## config.mk

```make
export PLATFORM = sky130hd
export DESIGN_NAME = ssh_delay
export DESIGN_NICKNAME = d
export VERILOG_FILES = /design/src/sv/assert_macros.svh /design/src/sv/ssh_delay.sv
export SDC_FILE = /design/constraint.sdc
export NUM_CORES = 1
export LEC_CHECK = 0
export BUFFER_PORTS_ARGS = -buffer_cell sky130_fd_sc_hd__buf_2
export CAP_MARGIN = 25
export CORE_MARGIN = 4
export CORE_UTILIZATION = 40
export DETAILED_ROUTE_END_ITERATION = 10
export GPL_ROUTABILITY_DRIVEN = 0
export PLACE_DENSITY_LB_ADDON = 0.25
export SLEW_MARGIN = 10
export SYNTH_ARGS = -nofsm -noshare
export SYNTH_HDL_FRONTEND = slang
export SYNTH_SLANG_ARGS = --single-unit
export TNS_END_PERCENT = 5
```

## constraint.sdc

```tcl
create_clock -name clk -period 0.8 [get_ports clk]
set_clock_uncertainty 0.05 [all_clocks]
set_input_delay 0.12 -clock clk [delete_from_list [all_inputs] [get_ports clk]]
set_output_delay 0.12 -clock clk [all_outputs]
set_load 0.02 [all_outputs]
```

## src/sv/assert_macros.svh

```systemverilog
// Assertion macros used by the top-level RTL file.
`ifndef ASSERT_MACROS_SVH
`define ASSERT_MACROS_SVH

// Check a property at each rising clock edge, off while reset is high.
`define ASSERT_ON(lbl, clk, rst, prop, msg) \
  lbl: assert property (@(posedge clk) disable iff (rst) prop) else $error(msg);

// Check a property at each rising clock edge, reset included.
`define ASSERT_ALWAYS(lbl, clk, prop, msg) \
  lbl: assert property (@(posedge clk) prop) else $error(msg);

`endif

```

## src/sv/ssh_delay.sv

```systemverilog
// Enabled shift line that carries side data alongside the long units.
module ssh_delay #(
  parameter int W = 8,
  parameter int D = 2
) (
  input  logic         clk,
  input  logic         en,
  input  logic [W-1:0] din,
  output logic [W-1:0] dout
);
  logic [W-1:0] sr [D];

  // Advance every tap together
  always_ff @(posedge clk) begin
    if (en) begin
      sr[0] <= din;
      for (int k = 1; k < D; k++) begin
        sr[k] <= sr[k-1];
      end
    end
  end

  assign dout = sr[D-1];
endmodule

```

==> results.toml <==
[final_layout]
seqCellArea_sq_um = 480
final_area_sq_um = 702
utilization_pct = 59.2
multi_input_area_sq_um = 0
multi_input_comb_cells = 0
top_register = "sr"
nNetsFinal = 56
largest_registers = "sr: 16 flops"
num_antenna_cells = 0
fillers = 80
largest_reg_flops = 16
syn2layout_area_growth_pct = 29.9
drive_gt1_share_pct = 44.4

[sta]
holdWs_ns = 0.202
worst-slew-pin-transition_ns = 0.320
min_period_over_period_pct = 122
setup-violations-final = 8
slew_viol_final = 0
fmax_mhz = 1020
slew_headroom_pct = 78.7
timing_hold_violations_final = 0
timing.final.crit_period_ns = 0.979
fin_ws_ns = -0.179
rsz0062_at_grt = "yes"

[floorplan]
initial_utilization_pct = 45.6
die_w_um = 44.8
die_height_um = 44.8
dieArea_sq_mm = 0.00200
rows = 12
fp.coreArea_sq_mm = 0.00119
pin_count = 18

[route]
routed-via-count = 253
antenna_left = 0
wire_per_inst_um = 11.0
drc_errors = 0
drtIter0Drc = 1
drtPass1Iterations = 2
via_per_inst = 4.29
routed_wl_um = 648

[synthesis]
synth_cells = 24
synthTopCellsByCount = "edfxtp_1, buf_4"
yosysUniqueCellTypes = 2
synth.most_common_cell = "edfxtp_1"
seq_area_frac_synth_pct = 88.9
netlist_top_cells_area = "edfxtp_1, buf_4"
synth-edff-count = 16
synth_top_area_share_pct = 88.9
syn_area_sq_um = 541
yosys_most_used_dff = "edfxtp_1"
yosys_warnings = 0
syn-num-nets = 34
avgSynthCellArea_sq_um = 22.5
yosys.area.top_type = "edfxtp_1"
synth_seq_cells = 16
synthArstFlopShare_pct = 0

[grt]
antenna_found_initial = 0
grt_first_pass_wirelength_um = 1080
grt_max_degree = 17
grtUsageTotal_pct = 8.63
overflow = 0
grt_pass1_vias = 258

[clock_tree]
numCtsBuffers = 3
cts_max_level = 1
cts.clk_slew.worst_paths_ns = 0.08
cts.sinks = 16
cts_buffer_depth = 2
clock-root-buffer = "clkbuf_4"
clock_insertion_delay_worst_skew_ns = 0.28
cts_tree = "done"

[critical_path]
crit_chain = "buf_6"
start_kind = "flip-flop"
crit_buf_inv = 1
crit_fanout = 1
critPathMaxStageDelay_ns = 0.39
worstSetupEndpointType = "output pin"
crit_path_top_delay_cell = "edfxtp_1"
worstPathRequired_ns = 0.63
path_delay_family = "flip-flops"
crit_type = "reg -> out"
crit_arrival_ns = 0.81

[pwr]
leakage_uw = 0.000276
power_density_mw_per_mm2 = 2190
ir_worst_vdd_mv = 1.11

[place]
io_buffers = 17
dpl_cell_area_sq_um = 583

[outcome]
status = "finished, violations left"
violations = "negative setup slack"

[min_path]
hold_class = "in -> reg"

[flow_run]
max-cap-violations = 0
-- cell type report --
cell class            count  area share, %
Sequential cell          16           68.4
Clock inverter            1          0.535
Timing Repair Buffer     25           25.3
Tap cell                 14           2.50
Clock buffer              3           3.21
-- where the power goes --
part | switching [uW] | internal, uW | leakage [uW]
combinational | 66.1 | 65.5 | 0.000105
clock | 217 | 181 | 0.0000154
sequential | 14.9 | 993 | 0.000157
-- cell families (layout without fill, tap and decap cells) --
kind of cell,Yosys count,after routing,synth area share (%)
flops,16,16,88.9
buf+inv,8,29,11.1
-- cells in the final DEF, fill, tap and decap left out, drive strengths merged --
cell and n:
buf 17, edfxtp 16, clkbuf 3, dlygate4sd3 8, clkinv 1
-- routing by layer --
metal,global-route usage (%),up-vias,share of wire [%]
met1,8.14,107,35
li1,-,122,-
met2,12.6,21,44
met4,9.04,0,4.3
met5,0,-,0
met3,4.78,3,16
-- path summary, 6_finish.rpt --
check,start,end,slack [ns],cells after the start
max,sr[0][12]$_DFFE_PP_,dout[4],-0.18,1
min,en,sr[0][5]$_DFFE_PP_,0.20,1
max reg2reg,sr[0][7]$_DFFE_PP_,sr[0][15]$_DFFE_PP_,0.11,0
min reg2reg,sr[0][4]$_DFFE_PP_,sr[0][12]$_DFFE_PP_,0.37,0
-- per-stage QoR --
stage	worst slack, ns	TNS (ns)	instances	power (uW)
floorplan	0.140	0	24	1090
global placement	0.0214	0	47	1110
detailed placement	-0.00913	-0.142	47	1120
CTS	-0.201	-1.49	59	1550
global route	-0.257	-1.79	59	1630
finish	-0.179	-1.34	59	1540
-- timing repair --
action,CTS,global route
resized for setup,0,4
endpoints found under the hold margin,8,0
endpoints found under the setup margin,8,8
hold buffers,8,0
setup buffers,0,0
Note: power is estimated with default switching activity, not from simulation.
