===== src/sv/assert_macros.svh =====
// Assertion macros used by the top-level RTL file.
`ifndef ASSERT_MACROS_SVH
`define ASSERT_MACROS_SVH

// Check a property at each rising clock edge, off while reset is high.
`define ASSERT_ON(lbl, clk, rst, prop, msg) \
  lbl: assert property (@(posedge clk) disable iff (rst) prop) else $error(msg);

// Check a property at each rising clock edge, reset included.
`define ASSERT_ALWAYS(lbl, clk, prop, msg) \
  lbl: assert property (@(posedge clk) prop) else $error(msg);

`endif


===== src/sv/ssh_div.sv =====
// Pipelined signed divide: trunc(a * 2^F / m) with |a| <= m, one bit per stage.
module ssh_div #(
  parameter int AW = 24,
  parameter int MW = 24,
  parameter int QW = 15
) (
  input  logic                clk,
  input  logic                en,
  input  logic signed [AW-1:0] a,
  input  logic [MW-1:0]        m,
  output logic signed [QW:0]   q
);
  logic [MW:0]   r_in  [QW];
  logic [QW-1:0] q_in  [QW];
  logic [MW-1:0] m_in  [QW];
  logic          ng_in [QW];
  logic          z_in  [QW];
  logic [MW:0]   r_q   [QW];
  logic [QW-1:0] q_q   [QW];
  logic [MW-1:0] m_q   [QW];
  logic          ng_q  [QW];
  logic          z_q   [QW];
  logic [AW-1:0] mag;

  assign mag = a[AW-1] ? AW'(-a) : AW'(a);
  assign r_in[0] = (MW+1)'(mag);
  assign q_in[0] = '0;
  assign m_in[0] = m;
  assign ng_in[0] = a[AW-1];
  assign z_in[0] = (m == '0);

  for (genvar k = 1; k < QW; k++) begin : g_link
    assign r_in[k] = r_q[k-1];
    assign q_in[k] = q_q[k-1];
    assign m_in[k] = m_q[k-1];
    assign ng_in[k] = ng_q[k-1];
    assign z_in[k] = z_q[k-1];
  end

  for (genvar k = 0; k < QW; k++) begin : g_stage
    logic [MW:0] rt;
    logic [MW:0] r_nx;
    logic        ge;

    // Shift the remainder (all but the first stage), then subtract the divisor where it fits
    always_comb begin
      if (k == 0) begin
        rt = r_in[k];
      end else begin
        rt = {r_in[k][MW-1:0], 1'b0};
      end
      ge = (rt >= {1'b0, m_in[k]});
      r_nx = ge ? (rt - {1'b0, m_in[k]}) : rt;
    end

    always_ff @(posedge clk) begin
      if (en) begin
        r_q[k] <= r_nx;
        q_q[k] <= {q_in[k][QW-2:0], ge};
        m_q[k] <= m_in[k];
        ng_q[k] <= ng_in[k];
        z_q[k] <= z_in[k];
      end
    end
  end

  // Apply sign; a zero divisor yields zero
  always_ff @(posedge clk) begin
    if (en) begin
      if (z_q[QW-1]) begin
        q <= '0;
      end else if (ng_q[QW-1]) begin
        q <= -$signed({1'b0, q_q[QW-1]});
      end else begin
        q <= $signed({1'b0, q_q[QW-1]});
      end
    end
  end
endmodule


===== config.mk =====
export PLATFORM = sky130hd
export DESIGN_NAME = ssh_div
export DESIGN_NICKNAME = d
export VERILOG_FILES = /design/src/sv/assert_macros.svh /design/src/sv/ssh_div.sv
export SDC_FILE = /design/constraint.sdc
export NUM_CORES = 2
export LEC_CHECK = 0
export ABC_AREA = 0
export BUFFER_PORTS_ARGS = -buffer_cell sky130_fd_sc_hd__buf_2
export CAP_MARGIN = 20
export CORE_UTILIZATION = 43
export CTS_BUF_LIST = sky130_fd_sc_hd__clkbuf_4
export DETAILED_ROUTE_END_ITERATION = 16
export PLACE_DENSITY = 0.54
export SYNTH_ARGS = -nofsm -noshare
export SYNTH_HDL_FRONTEND = slang
export SYNTH_SLANG_ARGS = --single-unit

===== constraint.sdc =====
create_clock -name clk -period 13 [get_ports clk]
set_input_delay 1.3 -clock clk [delete_from_list [all_inputs] [get_ports clk]]
set_output_delay 1.3 -clock clk [all_outputs]
set_load 0.01 [all_outputs]

==> results.ini <==
[status]
status = completed

[worst_setup_path]
crit_path_start_kind = primary input
worst-setup-path-type = primary input to register
crit_path_end_kind = register
timing.critical_path.arrival_ns = 5.80
cp_max_fo = 23
reg2reg_slack_ns = 8.79
cp_data_required_time_ns = 13.85

[route]
routedWlPerCell_um = 17.8
final_antenna_net_count = 0
wirelength_mm = 109
vias_per_cell = 5.26
first_pass_iters = 6
drcViolationCount = 0
num_vias = 32213
drt_iter0_drc = 1692

[clock_tree]
post_cts_buffers = 0
cts_buffers = 231
htree_levels = 4
cts_tree = done
clk_latency_ns = 1.15
cts-resized-gates = 0
clockRootBuffer = clkbuf_4
clk_pin_slew_ns = 0.06
cts.path.max_buffers = 3
hold_buffers = 0
clock-sinks = 838

[yosys]
synthesis.area_um2 = 48400
syn_area_per_cell_um2 = 11.4
ys_seq_area_frac = 0.520
synth_warnings = 0
synth.distinct_cells = 104
ys_ff_latch = 838
yosysMostFrequentCell = edfxtp_1
synthFlopType = edfxtp_1
synth.top_cells.by_count = edfxtp_1 (838), inv_1 (450), ha_1 (361)
syn_nets = 4661
synth_area_leader_cell = edfxtp_1
async_flop_share = 0
synth_top_area_share = 0.520
synth_edf_count = 838
synthCells = 4236
synthTopCellsByArea = edfxtp_1 (52%), ha_1 (9.3%), xnor2_1 (3.6%)

[floorplanning]
fp.dieW_um = 337
rows = 122
initial_core_util = 0.435
ios = 66
dieArea_um2 = 114000
core_um2 = 111000
die_height_um = 337

[sta]
worst_pin_slew_ns = 1.11
clock_skew_ns = 0.103
max_slew_margin = 0.251
maxSlewViolCount = 0
rsz0062_at_grt = false
setup_ws_ns = 8.05
timing.setup.tns_ns = 0
fmax_ghz = 0.202
setup_violations = 0
timing.final.crit_share = 0.381
finalHoldViolCount = 0
hold_ws_ns = 0.361
period_needed_ns = 4.95

[place]
placedCellCount = 5720
routabilityCongestion = 0.859
place_ws_ns = 6.98
io_buffers = 65
dpl_cell_area_um2 = 50300
hpwlAfterDp_mm = 82.7

[layout]
stdcell_area_um2 = 53200
final_cells = 6128
final_nets = 4891
drive_above_1_share = 0.140
area_growth_pct = 9.99
final_util = 0.479

[power_and_ir_drop]
irDropWorstVdd_mv = 0.0928
p_total_mw = 12.3
p_leak_nw = 22.0
p_per_area_nw_per_um2 = 231

[global_route]
grt_pass1_vias = 32355
grt_overflow = 0
use_met1 = 0.220
antenna_found_initial = 4
met2_usage = 0.358
busiest_layer = met2
grt_usage = 0.194
grt_first_pass_wirelength_mm = 173
use_met3 = 0.0353
grt_max_degree = 106

[job]
cap_violations = 0

[worst_hold_path]
hp-class = register to register

## registers in the layout, summed over array words and instances, names as in the netlist
register	flops
ng_q	15
r_q	336
z_q	15
q_q	120
q	16
m_q	336
## final cells by class
type | count | area [µm²]
antenna | 3 | 7.51
clock buffer | 314 | 2360
clock inverter | 90 | 472
fill | 10426 | 57900
inverter | 450 | 1690
multi-input combinational | 2856 | 21100
sequential | 838 | 25200
tap | 1488 | 1860
timing repair buffer | 89 | 536
## layout by cell type, fill, tap and decap left out, drive strengths merged, types with 102 or more instances in the layout
cell type	count
a21oi	324
clkbuf	314
mux2	171
nor2	250
xnor2	198
nand2	260
edfxtp	838
xor2	102
a21o	166
o21ai	259
inv	456
ha	361
## worst paths after layout
path                                 start          end  cells after the start
worst min-delay path            ng_q[0][4]   ng_q[0][5]                      0
worst min register to register  ng_q[0][4]   ng_q[0][5]                      0
worst max register to register  m_q[0][73]  r_q[0][113]                     12
worst max-delay path                  a[3]    r_q[0][1]                     15
## worst max-delay path, stage by stage
cell and delay [ns]:
buf_2 0.12, nor4_1 0.55, nand3_1 0.37, or3_1 0.43, o41ai_1 0.32, xnor2_1 0.20
ha_1 0.34, a21o_1 0.20, a21o_1 0.18, a21o_1 0.19, a22o_1 0.23, a311oi_1 0.55
o31ai_4 0.22, buf_4 0.29, mux2_2 0.30
## per-layer routing
layer	routed length, µm	part of all wire
met2	56900	0.52
met4	3240	0.030
met1	45400	0.42
met3	3780	0.035
met5	13	0.00012
## report_power, final
| part | internal [mW] | total, mW | leakage (nW) | switching (mW) |
|---|---|---|---|---|
| Clock | 1.15 | 2.27 | 1.68 | 1.12 |
| Sequential | 3.97 | 4.35 | 8.20 | 0.379 |
| Combinational | 2.56 | 5.69 | 12.1 | 3.13 |
| Total | 7.68 | 12.3 | 22.0 | 4.63 |
## logic make-up after synthesis
| family | count (synthesis) | synth area share |
|---|---|---|
| compound gates | 1079 | 0.144 |
| simple gates | 912 | 0.0909 |
| flops | 838 | 0.520 |
| buf+inv | 542 | 0.0448 |
| fa+ha+maj | 375 | 0.0992 |
| xor+xnor | 300 | 0.0543 |
| mux | 190 | 0.0468 |
Note: power is estimated with default switching activity, not from simulation.
