===== src/sv/assert_macros.svh =====
// Assertion macros used by the top-level RTL file.
`ifndef ASSERT_MACROS_SVH
`define ASSERT_MACROS_SVH

// Check a property at each rising clock edge, off while reset is high.
`define ASSERT_ON(lbl, clk, rst, prop, msg) \
  lbl: assert property (@(posedge clk) disable iff (rst) prop) else $error(msg);

// Check a property at each rising clock edge, reset included.
`define ASSERT_ALWAYS(lbl, clk, prop, msg) \
  lbl: assert property (@(posedge clk) prop) else $error(msg);

`endif


===== src/sv/ssh_isqrt.sv =====
// Pipelined floor square root, one result bit per stage.
module ssh_isqrt #(
  parameter int W = 48
) (
  input  logic           clk,
  input  logic           en,
  input  logic [W-1:0]   rad,
  output logic [W/2-1:0] root
);
  localparam int H = W / 2;
  localparam int RW = H + 3;

  logic [W-1:0]    v_in   [H];
  logic [RW-3:0]   rem_in [H];
  logic [H-1:0]    rt_in  [H];
  logic [W-1:0]    v_q    [H];
  logic [RW-3:0]   rem_q  [H];
  logic [H-1:0]    rt_q   [H];

  assign v_in[0] = rad;
  assign rem_in[0] = '0;
  assign rt_in[0] = '0;

  for (genvar k = 1; k < H; k++) begin : g_link
    assign v_in[k] = v_q[k-1];
    assign rem_in[k] = rem_q[k-1];
    assign rt_in[k] = rt_q[k-1];
  end

  for (genvar k = 0; k < H; k++) begin : g_stage
    logic [RW-1:0] rem_sh;
    logic [RW-1:0] trial;
    logic [RW-1:0] rem_nx;
    logic          ge;

    // Bring down two radicand bits and try the next root bit
    always_comb begin
      rem_sh = {rem_in[k], v_in[k][W-1 -: 2]};
      trial = RW'({rt_in[k], 2'b01});
      ge = (rem_sh >= trial);
      rem_nx = ge ? (rem_sh - trial) : rem_sh;
    end

    always_ff @(posedge clk) begin
      if (en) begin
        v_q[k] <= v_in[k] << 2;
        rem_q[k] <= rem_nx[RW-3:0];
        rt_q[k] <= {rt_in[k][H-2:0], ge};
      end
    end
  end

  assign root = rt_q[H-1];
endmodule


===== config.mk =====
export PLATFORM = sky130hd
export DESIGN_NAME = ssh_isqrt
export DESIGN_NICKNAME = d
export VERILOG_FILES = /design/src/sv/assert_macros.svh /design/src/sv/ssh_isqrt.sv
export SDC_FILE = /design/constraint.sdc
export NUM_CORES = 2
export LEC_CHECK = 0
export ABC_AREA = 1
export ABC_CLOCK_PERIOD_IN_PS = 4100
export BUFFER_PORTS_ARGS = -buffer_cell sky130_fd_sc_hd__buf_2
export CORE_UTILIZATION = 58
export DETAILED_ROUTE_END_ITERATION = 8
export PLACE_DENSITY = 0.77
export SYNTH_ARGS = -nofsm -noshare
export SYNTH_HDL_FRONTEND = slang
export SYNTH_SLANG_ARGS = --single-unit

===== constraint.sdc =====
create_clock -name clk -period 4.1 [get_ports clk]
set_input_delay 0.82 -clock clk [delete_from_list [all_inputs] [get_ports clk]]
set_output_delay 0.82 -clock clk [all_outputs]
set_load 0.05 [all_outputs]

==> flow_metrics.py <==
metrics = {
    "run_status": {
        "status": "finished, final reports clean",
    },
    "placed_design": {
        "hpwl_mm": 145,
        "io_buffers": 73,
        "gp_congestion": 0.988,
        "postPlaceCellArea_um2": 79300,
        "dp_cells": 10700,
    },
    "yosys": {
        "synthCells": 8863,
        "synth.area.top_cells": "edfxtp_1 54%, nand2_1 15%, inv_1 7.6%, ha_1 5.3%, nor2_1 3.6%",
        "yosys.area.top_type_share_pct": 54.5,
        "yosys_register_bits": 1395,
        "ys_seq_area_share_pct": 54.5,
        "yosys-top-cells-count": "3100 x nand2_1, 1559 x inv_1, 1395 x edfxtp_1, 731 x nor2_1, 484 x nand3_1",
        "synth_area_um2": 76900,
        "synth_flop_cell": "edfxtp_1",
        "avgSynthCellArea_um2": 8.67,
        "synth_cell_types": 52,
        "yosysWarnings": 0,
        "yosysMostFrequentCell": "nand2_1",
        "synth.net_count": 9238,
        "synth_edf_count": 1395,
        "yosysTopAreaCell": "edfxtp_1",
        "async_flop_share_pct": 0,
    },
    "timing": {
        "min_period_ns": 3.06,
        "setup_viol": 0,
        "max-slew-margin-rel_pct": 35.8,
        "finClkSkew_ns": 0.0452,
        "tns_ns": 0,
        "hold-worst-slack_ns": 0.176,
        "rsz0062_at_grt": "false",
        "worstMarginPinSlew_ns": 0.953,
        "drv_slew": 0,
        "finalCritPeriodShare_pct": 74.6,
        "clock.fmax_mhz": 327,
        "hold_viol_final": 0,
    },
    "min_path": {
        "whs_path_depth": 1,
        "min_path_type": "in2reg",
        "worstHoldEndpoint": "v_q[0][8]$_DFFE_PP_",
        "hp-start": "rad[8]",
    },
    "global_routing": {
        "overflow": 0,
        "grt_pass1_wl_mm": 299,
        "grt_pass1_vias": 55300,
        "grt_max_degree": 117,
        "antenna_found_initial": 4,
        "track_usage_pct": 28.5,
    },
    "final_layout": {
        "area_growth_pct": 9.78,
        "stdcell_count": 10900,
        "nets": 9425,
        "antennaDiodeCount": 0,
        "drive_above_1_share_pct": 5.11,
        "final_cell_area_um2": 84400,
    },
    "worst_setup_path": {
        "cp_max_fo": 12,
        "cp_data_arrival_time_ns": 3.60,
        "critical_path_class": "reg2reg",
        "reg2reg_to": "rem_q[2][1]$_DFFE_PP_",
        "r2r-start": "rt_q[1][175]$_DFFE_PP_",
        "cp.required_ns": 4.64,
        "worstSetupEndpointType": "register",
        "reg2reg_setup_slack_ns": 1.04,
        "start_kind": "register",
        "r2r_cells": 9,
    },
    "clocking": {
        "clkLatencyLatePin_ns": 0.82,
        "htreeDepth": 4,
        "clk_pin_slew_ns": 0.06,
        "ctsResizeCount": 0,
        "ctsHoldBuffers": 0,
        "tritoncts": "built",
        "cts_inserted_buffers": 148,
        "root_buffer": "clkbuf_16",
        "cts_max_path_buffers": 3,
        "post_cts_buffers": 0,
        "cts.sinks": 1395,
    },
    "power": {
        "pwr_density_cell_nw_per_um2": 485,
        "seq_power_share_pct": 45.6,
        "ir_drop_mv": 0.388,
        "power_frac_clock_pct": 33.9,
        "internal_power_mw": 28.3,
        "switching_share_pct": 30.9,
        "p_leak_nw": 38.8,
        "power_frac_comb_pct": 20.5,
        "p_sw_mw": 12.6,
    },
    "route": {
        "dr.pass1.iters": 7,
        "drt_wl_total_mm": 192,
        "vias_per_cell": 5.33,
        "drc": 0,
        "drt_iter0_drc": 5094,
        "vias": 58100,
        "antenna_left": 0,
        "routedWlPerCell_um": 17.6,
    },
    "floorplan": {
        "initial_core_util_pct": 58.5,
        "fp.dieW_um": 366,
        "die_h_um": 366,
        "rows": 133,
        "coreArea_um2": 131000,
        "io_pins": 74,
        "dieArea_um2": 134000,
    },
    "flow_run": {
        "maxCapViolCount": 0,
    },
}
through the flow:
stage          utilization [%]  worst slack, ns  power, mW
2_1_floorplan                -             2.04       24.4
3_3_place_gp              60.3             1.09       27.1
3_5_place_dp              60.3             1.12       27.2
4_1_cts                   64.2             1.11       41.1
5_1_grt                   64.2            0.929       43.0
6_report                  64.2             1.04       40.9
area by class of cell:
class,instances,area [um2]
Sequential cell,1395,41900
Fill cell,11000,47100
Timing Repair Buffer,114,801
Clock buffer,169,3800
Multi-Input combinational cell,5817,28500
Inverter,1574,5910
Tap cell,1755,2200
Clock inverter,96,1320
cells by family after synthesis:
logic type               count (synthesis)  synth area share (%)
other                                    1               0.00488
AO/OA/AOI/OAI                          505                  3.55
XOR/XNOR                               208                  2.37
adder cells (fa/ha/maj)                325                  5.29
AND/OR/NAND/NOR                       4778                  25.8
buffers and inverters                 1651                  8.47
flip-flops                            1395                  54.5
routing by layer:
layer  GRT usage (%)  up-vias  share of wire, %
met3            3.85      370               5.9
met4            10.1        4               3.4
met1            37.5    26900                43
met2            48.3     1931                48
li1                -    28900                 -
met5               0        -            0.0083
sequential cells by signal, indices dropped and copies added, names as in the netlist:
register and cells:
v_q 552, rem_q 543, rt_q 300
worst max-delay path, cell delays in order (launching register included):
cell	delay, ns
edfxtp_1	0.49
inv_1	0.07
ha_1	0.33
nand2_1	0.17
inv_1	0.07
a21oi_1	0.28
nand3_1	0.23
nand2_1	0.12
nand3_1	0.44
o21ai_0	0.60
cell usage in the layout, fill, tap and decap left out, types with 16 or more instances in the layout:
| master | synthesis | layout |
|---|---|---|
| nand2_1 | 3100 | 3100 |
| inv_1 | 1559 | 1559 |
| edfxtp_1 | 1395 | 1395 |
| nor2_1 | 731 | 731 |
| nand3_1 | 484 | 484 |
| ha_1 | 325 | 325 |
| a21oi_1 | 295 | 295 |
| nand4_1 | 193 | 193 |
| xor2_1 | 151 | 151 |
| clkbuf_16 | 0 | 149 |
| o21ai_0 | 136 | 136 |
| nor3_1 | 76 | 76 |
| nand3b_1 | 72 | 72 |
| buf_2 | 20 | 72 |
| xnor2_1 | 57 | 57 |
| buf_4 | 26 | 32 |
| nor2_2 | 29 | 29 |
| clkinv_1 | 1 | 27 |
| a21oi_2 | 21 | 21 |
| o21ai_1 | 21 | 21 |
| clkbuf_1 | 3 | 20 |
| or2_2 | 19 | 19 |
| bufinv_16 | 0 | 19 |
| and2_1 | 16 | 16 |
worst max path at each step:
| stage | from | end | slack (ns) |
|---|---|---|---|
| after floorplan | rem_q[0][0]$_DFFE_PP_ | rem_q[0][44]$_DFFE_PP_ | 2.04 |
| after global placement | rt_q[1][175]$_DFFE_PP_ | rem_q[2][9]$_DFFE_PP_ | 1.09 |
| after detailed placement | rt_q[1][175]$_DFFE_PP_ | rem_q[2][9]$_DFFE_PP_ | 1.12 |
| after CTS | rt_q[1][175]$_DFFE_PP_ | rem_q[2][9]$_DFFE_PP_ | 1.11 |
| after global routing | rt_q[2][31]$_DFFE_PP_ | rem_q[2][57]$_DFFE_PP_ | 0.93 |
| final | rt_q[1][175]$_DFFE_PP_ | rem_q[2][1]$_DFFE_PP_ | 1.04 |
power groups by stage:
stage,Clock [mW],Sequential (mW),Combinational (mW)
2_1_floorplan,0,18.4,5.99
3_3_place_gp,0,18.9,8.16
3_5_place_dp,0,18.9,8.26
4_1_cts,14.2,18.6,8.33
5_1_grt,14.7,18.8,9.51
6_report,13.9,18.7,8.41
(Power assumes the default switching activity.)
